File: config.mk
export PLATFORM = sky130hd
export DESIGN_NAME = ate_ctrl
export DESIGN_NICKNAME = d
export VERILOG_FILES = /design/src/rtl/core/ate_pkg.sv /design/src/rtl/core/ate_ctrl.sv
export SDC_FILE = /design/constraint.sdc
export NUM_CORES = 1
export LEC_CHECK = 0
export BUFFER_PORTS_ARGS = -buffer_cell sky130_fd_sc_hd__buf_2
export CAP_MARGIN = 15
export CORE_AREA = 2 2 39 41
export CTS_CLUSTER_SIZE = 24
export DETAILED_ROUTE_END_ITERATION = 10
export DIE_AREA = 0 0 41 43
export SYNTH_ARGS = -nofsm -noshare
export SYNTH_HDL_FRONTEND = slang
export SYNTH_SLANG_ARGS = --single-unit
File: constraint.sdc
create_clock -name clk_i -period 2 [get_ports clk_i]
set_input_delay 0.1 -clock clk_i [delete_from_list [all_inputs] [get_ports clk_i]]
set_output_delay 0.1 -clock clk_i [all_outputs]
set_load 0.01 [all_outputs]
File: src/rtl/core/ate_pkg.sv
// ----------------------------------------------------------------------------
// ate_pkg
// Shared types for the array table engine: operation and status codes and
// the command/status bundles between the controller and the datapath.
// ----------------------------------------------------------------------------
package ate_pkg;

  typedef enum logic [2:0] {
    OP_INSERT  = 3'd0,
    OP_DEL_ORD = 3'd1,
    OP_DEL_SWP = 3'd2,
    OP_FIND    = 3'd3,
    OP_COUNT   = 3'd4,
    OP_DEL_ALL = 3'd5,
    OP_READ    = 3'd6,
    OP_NOP     = 3'd7
  } op_e;

  typedef enum logic [1:0] {
    ST_OK       = 2'd0,
    ST_FULL     = 2'd1,
    ST_BADPOS   = 2'd2,
    ST_NOTFOUND = 2'd3
  } status_e;

  // controller -> datapath
  typedef struct packed {
    logic load;    // latch the request and plan the walk
    logic scan;    // issue the next table read
    logic commit;  // final write, length update, load the result word
  } cmd_t;

  // datapath -> controller
  typedef struct packed {
    logic reads_done;
  } stat_t;

endpackage

File: src/rtl/core/ate_ctrl.sv
// ----------------------------------------------------------------------------
// ate_ctrl
// Request sequencer: accept a word, walk the table, then hand the result
// to the output register once it is free.
// ----------------------------------------------------------------------------
module ate_ctrl (
  input  logic          clk_i,
  input  logic          rst_ni,
  input  logic          req_valid_i,
  output logic          req_ready_o,
  output logic          rsp_valid_o,
  input  logic          rsp_ready_i,
  input  ate_pkg::stat_t stat_i,
  output ate_pkg::cmd_t  cmd_o
);
  import ate_pkg::*;

  typedef enum logic [1:0] {
    S_IDLE,
    S_SCAN,
    S_FINISH
  } state_e;

  state_e state_q;
  logic   ready_q;
  logic   rsp_valid_q;
  logic   slot_free;

  assign slot_free   = !rsp_valid_q || rsp_ready_i;
  assign req_ready_o = ready_q;
  assign rsp_valid_o = rsp_valid_q;

  always_comb begin
    cmd_o        = '0;
    cmd_o.load   = (state_q == S_IDLE) && req_valid_i && ready_q;
    cmd_o.scan   = (state_q == S_SCAN);
    cmd_o.commit = (state_q == S_FINISH) && slot_free;
  end

  always_ff @(posedge clk_i or negedge rst_ni) begin
    if (!rst_ni) begin
      state_q     <= S_IDLE;
      ready_q     <= 1'b1;
      rsp_valid_q <= 1'b0;
    end else begin
      // load a new result word, or drop the current one once taken
      if ((state_q == S_FINISH) && slot_free) begin
        rsp_valid_q <= 1'b1;
      end else if (rsp_valid_q && rsp_ready_i) begin
        rsp_valid_q <= 1'b0;
      end
      unique case (state_q)
        S_IDLE: begin
          if (req_valid_i && ready_q) begin
            ready_q <= 1'b0;
            state_q <= S_SCAN;
          end
        end
        S_SCAN: begin
          if (stat_i.reads_done) begin
            state_q <= S_FINISH;
          end
        end
        S_FINISH: begin
          if (slot_free) begin
            ready_q     <= 1'b1;
            state_q     <= S_IDLE;
          end
        end
        default: begin
          state_q <= S_IDLE;
        end
      endcase
    end
  end

endmodule

==> results of run 1 <==
==> cells in the mapped netlist <==
cell / n
mux2_4: 1
nor2_1: 1
dfrtp_1: 3
nand2_1: 3
nand2b_1: 3
o21ai_1: 2
nor3b_1: 1
nor2b_1: 1
dfstp_2: 1
o21ai_0: 1
nor2_2: 1
nor2b_2: 1
==> worst max-delay path: stages (launching register included) <==
cell	delay, ns
dfrtp_1	0.40
nand2b_1	0.17
nor3b_1	0.22
buf_2	0.17
==> area by class of cell <==
cell class	count	area [µm²]
Multi-Input combinational cell	15	92.6
Clock buffer	4	26.3
Fill cell	155	1090
Tap cell	16	20.0
Sequential cell	4	101
Timing Repair Buffer	10	55.1
==> power by group <==
part / leakage (nW) / internal (W) / total [W] / switching [W]
Combinational: 0.0873 / 0.0000611 / 0.000116 / 0.0000550
Clock: 0.0150 / 0.0000750 / 0.000110 / 0.0000349
Sequential: 0.0519 / 0.000109 / 0.000133 / 0.0000244
Total: 0.154 / 0.000245 / 0.000359 / 0.000114
==> layout by cell type, fill, tap and decap left out <==
master and n:
dlygate4sd3_1 1, buf_2 9, nor2_2 1, clkbuf_1 1, o21ai_1 2, clkbuf_4 3, mux2_4 1, nand2_1 3
nand2b_1 3, dfstp_2 1, dfrtp_1 3, o21ai_0 1, nor2_1 1, nor3b_1 1, nor2b_1 1, nor2b_2 1
==> cell families after synthesis <==
group              after synthesis
DFF                              4
and+or+nand+nor                 11
muxes                            1
AOI/OAI and AO/OA                3
==> stage by stage <==
stage	instances	hold WS (ns)	util	setup WS, ns	power (W)
final	49	0.101	0.213	0.709	0.000359
after global routing	49	0.107	0.213	0.648	0.000390
after CTS	49	0.100	0.213	0.690	0.000368
after detailed placement	44	-0.0883	0.187	0.958	0.000250
after global placement	44	-0.0917	0.187	1.01	0.000250
after floorplan	19	-0.196	-	1.01	0.000207
==> worst max-delay path by stage <==
stage,start,end,slack [ns],cells past startpoint
floorplan,req_ready_o,state_q[0],1.01,3
global placement,state_q[0],cmd_o[2],1.01,3
detailed placement,state_q[0],cmd_o[2],0.96,3
CTS,state_q[0],cmd_o[2],0.69,3
global route,state_q[0],cmd_o[2],0.65,3
finish,state_q[0],cmd_o[2],0.71,3
==> routing by layer <==
layer | part of all wire | vias up | wire length, µm | track usage
met5 | 0 | - | 0 | 0
met4 | 0 | 0 | 0 | 0.0800
met3 | 0.10 | 0 | 42 | 0.0314
met2 | 0.47 | 7 | 196 | 0.0813
met1 | 0.43 | 76 | 179 | 0.0649
li1 | - | 90 | - | -
==> state kept, by name, summed over array words and instances (netlist names) <==
signal / count
state_q: 2
rsp_valid_o: 1
req_ready_o: 1
==> results.toml, run 1 <==
[status]
status = "completed"

[synthesis]
synth_mux_area_frac = 0.0774
syn_nets = 24
ys_seq_area_frac = 0.523
synth_top_family_by_area = "simple AND/OR/NAND/NOR gates"
synth.cell_area_um2 = 194
avgSynthCellArea_um2 = 10.2
yosysTopAreaCellShare = 0.387
synthTopCellsByArea = "dfrtp_1 (39%), dfstp_2 (14%), nand2b_1 (9.7%), mux2_4 (7.7%), nand2_1 (5.8%)"
ys_types = 12
synthAdderAreaFrac = 0
yosysTopAreaCell = "dfrtp_1"
synth_xor_area_frac = 0
synth-simple-area-share = 0.323
syn_inst = 19
synth_compound_area_frac = 0.0774
ys_seq_elements = 4
yosys_warnings = 0

[layout]
n_antenna_cell = 0
drive_above_1_share = 0.485
fin_nets = 39
stdcell_area_um2 = 295
syn_to_final_growth_pct = 52.3

[routing]
drt-wirelength-per-cell_um = 8.53
wl_um = 418
drt_pass1_iterations = 2
drcViolationCount = 0
avgViaCountPerCell = 3.53
vias = 173
drtIter0Drc = 2
ant_nets = 0

[setup_path]
cp.arrival_ns = 1.19
regToRegSetupSlack_ns = 1.01
r2r_start = "req_ready_o"
cp.required_ns = 1.90
r2r-end = "state_q[0]"
critPathLaunchType = "register"
critPathMaxFanout = 4
endpoint_kind = "output pin"
crit_type = "reg2out"
reg2regPathDepth = 3

[global_route]
grt_remaining_overflow = 0
antenna_found_initial = 0
grt_max_degree = 6
grt_use_total = 0.0645
grt_pass1_wl_um = 703
grt_pass1_vias = 188

[sta]
tns_ns = 0
hold_viol = 0
period_minus_slack_ns = 1.29
slew_violations = 0
grt_setup_unrepaired = "false"
slew_headroom = 0.870
fmax_mhz = 774
finClkSkew_ns = 0.00366
setup-violations-final = 0
worstMarginPinSlew_ns = 0.195
fin_crit_sh = 0.646

[clock_network]
ctsHoldBuffers = 1
cts_root_buf = "clkbuf_4"
post_cts_buffers = 0
clock_path_buffers = 2
htree_levels = 1
cts_resized = 0
clk_pin_slew_worst_paths_ns = 0.04
cts_tree = "yes"
clk-insertion-delay-late_ns = 0.24
numCtsBuffers = 3
cts.sinks = 4

[min_path]
hold_end = "state_q[1]"
worstHoldStart = "stat_i"
hold_class = "in2reg"
holdPathStages = 3

[pwr]
vdd_drop_max_v = 0.000297
p_per_area_mw_per_mm2 = 1220
power.static_leakage_nw = 0.154

[floorplanning]
die_w_um = 41
design.core.area_mm2 = 0.00138
placementRows = 14
die_h_um = 43
ios = 10
die_area_mm2 = 0.00176
initial_core_util = 0.140

[placement]
gp_congestion = 0.632
port_buffers = 9
placedInstanceArea_um2 = 259
dp_hpwl_um = 337

[job]
cap_violations = 0
No activity file was read; power rests on OpenSTA's default activity.
==> run 2: changes to the inputs <==
ABC_AREA = 1   (was default)
clock period = 1.2 ns   (was 2 ns; I/O delays follow)
==> results.toml, run 2 <==
[clock_network]
clk_pin_slew_worst_paths_ns = 0.04
cts_tree = "yes"
htree_levels = 1
cts.sinks = 4
numCtsBuffers = 3
clk-insertion-delay-late_ns = 0.24
clock_path_buffers = 2
cts_root_buf = "clkbuf_4"
post_cts_buffers = 0

[placement]
port_buffers = 9
dp.cells = 51
gp_congestion = 0.584
dp_hpwl_um = 327

[synthesis]
syn_inst = 26
ys_seq_area_frac = 0.540
synth_edf_count = 0
yosys_warnings = 0
yosysTopAreaCell = "dfrtp_1"
avgSynthCellArea_um2 = 7.22
synth_top_flop_cell = "dfrtp_1"
syn_nets = 31
synthArstFlopShare = 1.00
synth.cell_area_um2 = 188
synth_common_cells = "nand2_1 (12), inv_1 (5), dfrtp_1 (3), inv_2 (2)"
yosysMostFrequentCell = "nand2_1"
synthTopCellsByArea = "dfrtp_1 (40%), nand2_1 (24%), dfstp_2 (14%), inv_1 (10%), inv_2 (4.0%)"
ys_seq_elements = 4
yosysTopAreaCellShare = 0.400
ys_types = 8

[layout]
drive_above_1_share = 0.450
largest-register = "state_q"
layout_common_cells = "nand2_1 (12), buf_2 (9), inv_1 (4)"
regArea_um2 = 101
fin_util = 0.211
fin_cells = 56
layout_commonest_cell = "nand2_1"
fin_nets = 46
multi_input_area_um2 = 62.6
syn_to_final_growth_pct = 55.3
fillers = 162
n_antenna_cell = 0
largest_reg_flops = 2

[sta]
hold_viol = 0
slew_violations = 0
slew_headroom = 0.917
fmax_mhz = 903
fin_crit_sh = 0.923
finClkSkew_ns = 0.00769
period_minus_slack_ns = 1.11
worstMarginPinSlew_ns = 0.125
setup-violations-final = 0
grt_setup_unrepaired = "true"

[floorplanning]
die_w_um = 41
die_area_mm2 = 0.00176
placementRows = 14
die_h_um = 43
design.core.area_mm2 = 0.00138
ios = 10
initial_core_util = 0.136

[setup_path]
cp.required_ns = 1.14
crit_path_top_delay_cell = "dfrtp_1"
r2r-end = "req_ready_o"
critPathLaunchType = "register"
reg2regPathDepth = 5
critPathMaxFanout = 2
slowest_delay_ns = 0.39
r2r_start = "state_q[0]"
cp.arrival_ns = 1.05
path_cells = "inv_2 > nand2_1 > inv_2 > nand2_1 > inv_1 > buf_2"
regToRegSetupSlack_ns = 0.43
crit_type = "reg2out"
endpoint_kind = "output pin"

[status]
status = "completed"

[routing]
drt-wirelength-per-cell_um = 6.73
drcViolationCount = 0
ant_nets = 0
wl_um = 377
drt_pass1_iterations = 2
drtIter0Drc = 1
vias = 193
avgViaCountPerCell = 3.45

[global_route]
grt_max_degree = 5
grt_pass1_vias = 182
antenna_found_initial = 0
grt_remaining_overflow = 0
grt_pass1_wl_um = 607
grt_use_total = 0.0624

[pwr]
p_per_area_mw_per_mm2 = 1150
power.static_leakage_nw = 0.207
vdd_drop_max_v = 0.000277
power_w = 0.000335

[min_path]
hold_class = "in2reg"
holdPathStages = 3
worstHoldStart = "stat_i"
hold_end = "state_q[1]"

[job]
cap_violations = 0
==> run 2: cell count changes after synthesis, sizes merged <==
| cell | delta |
|---|---|
| nand3 | +1 |
| inv | +7 |
| nand2 | +9 |
| nor3b | -1 |
| nand2b | -3 |
| nor2b | -2 |
| mux2 | -1 |
| o21ai | -3 |
==> run 2: kinds of logic after synthesis <==
group                  synth area share
AND/OR/NAND/NOR                   0.320
buffers and inverters             0.140
flip-flops                        0.540
==> run 2: how the worst max path moves through the flow <==
stage	start	end	slack [ns]	depth (start not counted)
floorplan	req_ready_o	cmd_o[2]	0.41	2
global placement	state_q[0]	cmd_o[0]	0.34	6
detailed placement	state_q[0]	cmd_o[0]	0.33	6
CTS	state_q[0]	cmd_o[0]	0.06	6
global route	state_q[0]	cmd_o[2]	-0.001	4
finish	state_q[0]	cmd_o[0]	0.09	6
==> run 2: area by class of cell <==
type | count | area share
multi-input combinational | 15 | 0.215
tap | 16 | 0.0687
sequential | 4 | 0.348
timing repair buffer | 10 | 0.189
clock buffer | 4 | 0.0901
inverter | 7 | 0.0901
==> run 2: per-layer routing <==
metal / track usage / share of wire / up-vias
met1: 0.0421 / 0.37 / 81
met4: 0.0800 / 0.050 / 0
met3: 0.0628 / 0.10 / 3
met2: 0.0781 / 0.48 / 8
met5: 0 / 0 / -
li1: - / - / 101
==> run 2: critical path: cells and delay by family, from the launching register on <==
| family | cells | cell delay [ns] |
|---|---|---|
| flops | 1 | 0.39 |
| buf+inv | 4 | 0.29 |
| simple gates | 2 | 0.13 |
==> run 2: repair_timing <==
action                     4_1_cts  5_1_grt
hold endpoints to repair         4        0
resized for setup                0        2
setup endpoints to repair        0        1
hold buffers                     1        0
==> run 2: power by group <==
part,internal [W],switching [W]
clock network,0.000125,0.0000602
registers,0.000136,0.0000000000000000000695
logic,0.00000774,0.00000636
total,0.000269,0.0000666
==> run 2: stage by stage <==
stage | setup TNS (ns) | instance area, µm² | worst slack [ns] | hold slack (ns)
6_report | 0 | 292 | 0.0926 | 0.0345
5_1_grt | -0.00134 | 292 | -0.00134 | 0.0445
4_1_cts | 0 | 289 | 0.0648 | 0.0325
3_5_place_dp | 0 | 253 | 0.330 | -0.128
3_3_place_gp | 0 | 253 | 0.339 | -0.131
2_1_floorplan | 0 | 188 | 0.410 | -0.236
